File: src/rtl/tgrm_pkg.sv
`default_nettype none
package tgrm_pkg;

  localparam int unsigned MapWidthDef  = 64;
  localparam int unsigned MapHeightDef = 64;

  localparam int unsigned PosW   = 20;  // signed q12 coordinate
  localparam int unsigned MarchW = 22;  // march position with headroom
  localparam int unsigned DistW  = 20;  // marched distance
  localparam int unsigned MaxdW  = 19;
  localparam int unsigned DirW   = 16;
  localparam int unsigned TileW  = 6;
  localparam int unsigned SumW   = 32;  // dx*dx + dy*dy
  localparam int unsigned RadW   = 60;  // sum << 28
  localparam int unsigned RootW  = 30;
  localparam int unsigned NumW   = 44;  // |d| << 28 plus half root
  localparam int unsigned QuotW  = 15;
  localparam int unsigned CntW   = 5;

  localparam logic [DistW-1:0] StepQ12   = DistW'(410);
  localparam logic [8:0]       StepMul   = 9'd410;
  localparam logic [CntW-1:0]  RootIters = CntW'(RootW - 1);
  localparam logic [CntW-1:0]  DivIters  = CntW'(QuotW - 1);

  typedef enum logic [3:0] {
    ST_CLEAR,
    ST_IDLE,
    ST_WRITE,
    ST_SQUARE,
    ST_SQRT,
    ST_DIV_INIT,
    ST_DIV,
    ST_DELTA,
    ST_MARCH,
    ST_RESULT
  } state_e;

  typedef struct packed {
    logic capture;
    logic clr;
    logic wr;
    logic sq_load;
    logic sqrt_step;
    logic div_init;
    logic div_step;
    logic delta_load;
    logic march_step;
    logic fin_march;
    logic load_out;
  } cmd_t;

  typedef struct packed {
    logic clear_done;
    logic is_cast;
    logic iter_last;
    logic b_hit;
    logic a_end;
    logic out_free;
  } sts_t;

endpackage
`default_nettype wire

File: src/rtl/tgrm_ctrl.sv
`default_nettype none
module tgrm_ctrl
  import tgrm_pkg::*;
(
  input  wire logic clk_i,
  input  wire logic rst_ni,
  input  wire logic in_valid_i,
  output      logic in_ready_o,
  input  wire sts_t sts_i,
  output      cmd_t cmd_o
);

  state_e state_q, state_d;

  always_ff @(posedge clk_i or negedge rst_ni) begin
    if (!rst_ni) begin
      state_q <= ST_CLEAR;
    end else begin
      state_q <= state_d;
    end
  end

  always_comb begin
    state_d    = state_q;
    cmd_o      = '0;
    in_ready_o = 1'b0;
    unique case (state_q)
      ST_CLEAR: begin
        cmd_o.clr = 1'b1;
        if (sts_i.clear_done) state_d = ST_IDLE;
      end
      ST_IDLE: begin
        in_ready_o = 1'b1;
        if (in_valid_i) begin
          cmd_o.capture = 1'b1;
          state_d = ST_WRITE;
        end
      end
      ST_WRITE: begin
        // captured word decides: tile write or cast setup
        if (sts_i.is_cast) begin
          state_d = ST_SQUARE;
        end else begin
          cmd_o.wr = 1'b1;
          state_d = ST_RESULT;
        end
      end
      ST_SQUARE: begin
        cmd_o.sq_load = 1'b1;
        state_d = ST_SQRT;
      end
      ST_SQRT: begin
        cmd_o.sqrt_step = 1'b1;
        if (sts_i.iter_last) state_d = ST_DIV_INIT;
      end
      ST_DIV_INIT: begin
        cmd_o.div_init = 1'b1;
        state_d = ST_DIV;
      end
      ST_DIV: begin
        cmd_o.div_step = 1'b1;
        if (sts_i.iter_last) state_d = ST_DELTA;
      end
      ST_DELTA: begin
        cmd_o.delta_load = 1'b1;
        state_d = ST_MARCH;
      end
      ST_MARCH: begin
        priority if (sts_i.b_hit || sts_i.a_end) begin
          cmd_o.fin_march = 1'b1;
          state_d = ST_RESULT;
        end else begin
          cmd_o.march_step = 1'b1;
        end
      end
      ST_RESULT: begin
        if (sts_i.out_free) begin
          cmd_o.load_out = 1'b1;
          state_d = ST_IDLE;
        end
      end
      default: state_d = ST_IDLE;
    endcase
  end

endmodule
`default_nettype wire

File: config.mk
export PLATFORM = sky130hd
export DESIGN_NAME = tgrm_ctrl
export DESIGN_NICKNAME = d
export VERILOG_FILES = /design/src/rtl/tgrm_pkg.sv /design/src/rtl/tgrm_ctrl.sv
export SDC_FILE = /design/constraint.sdc
export NUM_CORES = 1
export LEC_CHECK = 0
export BUFFER_PORTS_ARGS = -buffer_cell sky130_fd_sc_hd__clkbuf_2
export CORE_AREA = 3 3 40 42
export CTS_CLUSTER_SIZE = 24
export DETAILED_ROUTE_END_ITERATION = 10
export DIE_AREA = 0 0 43 45
export GPL_TIMING_DRIVEN = 1
export SLEW_MARGIN = 25
export SYNTH_ARGS = -nofsm -noshare
export SYNTH_HDL_FRONTEND = slang
export SYNTH_SLANG_ARGS = --single-unit
File: constraint.sdc
create_clock -name clk_i -period 5.13 [get_ports clk_i]
set_input_delay 0 -clock clk_i [delete_from_list [all_inputs] [get_ports clk_i]]
set_output_delay 0 -clock clk_i [all_outputs]
set_load 0.02 [all_outputs]
==> results_dict.tcl <==
set metrics [dict create \
    layout_worst_path_cycle_share_pct 37.14 \
    drc_errors 0 \
    syn2layout_area_growth_pct 33.44 \
    cts_resized 0 \
    drive_gt1_share_pct 46.15 \
    largest_reg_flops 4 \
    antenna_left 0 \
    worstMarginPinSlew_ns 0.4184 \
    netlist_instances 44 \
    synth_warnings 0 \
    clkSinkCount 4 \
    critPathRequiredTime_ns 5.26 \
    cts-root-buf "clkbuf_4" \
    clk_path_buf_depth 2 \
    rsz0062_at_grt "false" \
    yosysSeqAreaShare_pct 26.23 \
    avgRoutedWirePerCell_um 12.21 \
    io-pin-count 21 \
    wl_um 977 \
    routabilityCongestion 0.7412 \
    vias 406 \
    initial_core_util_pct 29.70 \
    p_per_area_nw_per_um2 598.5 \
    synth_cell_types 25 \
    cts_made_buffers 3 \
    netlist_top_cells_area "dfrtp_1 (26%), mux2_4 (7.9%), nor2_1 (6.9%)" \
    rows 13 \
    worst_skew_pair.late_latency_ns 0.24 \
    pre_cts_ws_ns 3.232 \
    layout_common_cells "clkbuf_2 (20), nor2_1 (7), nand2b_1 (4), nor3_1 (4), dfrtp_1 (4)" \
    drt_iter0_markers 3 \
    core_area_um2 1285 \
    grt_pass1_wl_um 1593 \
    dr.pass1.iters 2 \
    final_hold_viol_count 0 \
    fp.dieH_um 45 \
    final_common_cell "clkbuf_2" \
    synth_fp_nets 53 \
    stdcell_count 80 \
    critPathCaptureType "flip-flop" \
    avgSynthCellArea_um2 8.673 \
    portBuffers 20 \
    path_clk_slew_ns 0.04 \
    grt_pass1_vias 359 \
    syn_area_um2 381.6 \
    cp.arrival_ns 2.03 \
    max-vdd-ir-drop_uv 254.5 \
    grt_util_all_layers_pct 11.45 \
    dp_hpwl_um 724.9 \
    slew_headroom_pct 72.11 \
    tns_ns 0 \
    ys_ff_latch 4 \
    fillers 148 \
    die-area_um2 1935 \
    antenna_found_initial 0 \
    htree_levels 1 \
    rrSetupSlack_ns 3.22 \
    setup_slack_ns 3.225 \
    setup_violations 0 \
    leakage_nw 0.2488 \
    top_register "state_q" \
    die_w_um 43 \
    fin_util_pct 39.63 \
    nNetsFinal 76 \
    routed_via_density 5.075 \
    synth_largest_area_cell "dfrtp_1" \
    path_class "reg -> reg" \
    startpoint_type "flip-flop" \
    period_needed_ns 1.905 \
    synth_top_area_share_pct 26.23 \
    grt_max_degree 15 \
    max_freq_ghz 0.5248 \
    drv_cap 0 \
    hold_path.class "in -> async" \
    tritoncts "built" \
    gr-total-overflow 0 \
    slew_violations 0 \
    dp_cells 76 \
    status "completed" \
    path_max_fanout 14 \
    diodes 0 \
    skew_ns 0.008537 \
    reg_top3 "state_q (4)" \
    p_total_w 0.0003048 \
]
Yosys cell counts:
master     count
or4b_4         1
nor4_1         2
dfrtp_1        4
and2b_1        1
nor2_1         7
and2_1         1
buf_6          1
o21ai_0        1
o21bai_1       1
nand3b_1       1
o32ai_2        1
nor3_1         4
o31a_1         1
a21oi_1        2
a2111oi_2      1
or3_4          1
xor2_1         1
mux2_4         2
buf_2          1
buf_4          1
or2_2          1
nor2b_1        2
inv_1          1
nand2_1        1
nand2b_1       4
where the power goes:
group / leakage (nW) / internal [W] / switching (W)
sequential: 0.0499 / 0.0000458 / 0.0000412
combinational: 0.185 / 0.0000828 / 0.0000948
clock: 0.0138 / 0.0000262 / 0.0000140
metal layers:
metal / GRT usage, % / share of wire, % / up-vias / wire, um
met5: 0 / 0 / - / 0
met1: 14.36 / 46 / 187 / 446
met3: 1.195 / 7.1 / 4 / 69
met4: 12.05 / 4.5 / 0 / 44
li1: - / - / 197 / -
met2: 16.47 / 43 / 18 / 417
critical path: stages (launching register included):
cell,delay [ns]
dfrtp_1,0.59
or4b_4,0.54
o32ai_2,0.16
or3_4,0.21
mux2_4,0.29
kinds of logic (layout without fill, tap and decap cells):
family / count (synthesis) / count (layout) / synth area share (%)
flip-flops: 4 / 4 / 26.23
buffers and inverters: 4 / 25 / 7.211
AND/OR/NAND/NOR: 26 / 26 / 40.00
XOR/XNOR: 1 / 1 / 2.296
multiplexers: 2 / 2 / 7.869
AO/OA/AOI/OAI: 7 / 7 / 16.39
path summary, 6_finish.rpt:
kind / startpoint / endpoint / depth (start not counted)
setup / recovery: state_q[3]$_DFFE_PN0P_ / state_q[3]$_DFFE_PN0P_ / 4
min in group clk_i: sts_i[5] / state_q[0]$_DFFE_PN0P_ / 4
hold / removal: rst_ni / state_q[1]$_DFFE_PN0P_ / 2
hold reg to reg: state_q[1]$_DFFE_PN0P_ / state_q[1]$_DFFE_PN0P_ / 1
max in group asynchronous: rst_ni / state_q[2]$_DFFE_PN0P_ / 2
setup reg to reg: state_q[3]$_DFFE_PN0P_ / state_q[3]$_DFFE_PN0P_ / 4
cell type report:
| cell class | count | area [um2] | share of cell area [%] |
|---|---|---|---|
| clock buffers | 3 | 22.52 | 4.423 |
| multi-input cells | 36 | 254.0 | 49.88 |
| inverters | 1 | 3.754 | 0.7371 |
| flip-flops and latches | 4 | 100.1 | 19.66 |
| repair buffers | 21 | 110.1 | 21.62 |
| well taps | 15 | 18.77 | 3.686 |
through the flow:
step	hold WS, ns	instance area, um2
2_1_floorplan	-0.2956	381.6
3_3_place_gp	-0.1914	476.7
3_5_place_dp	-0.1922	476.7
4_1_cts	0.08597	509.2
5_1_grt	0.1291	509.2
6_report	0.09782	509.2
what timing repair did:
item,4_1_cts,5_1_grt
buffers inserted,0,0
endpoints found under the hold margin,4,0
hold buffers,1,0
Note: power is estimated with default switching activity, not from simulation.
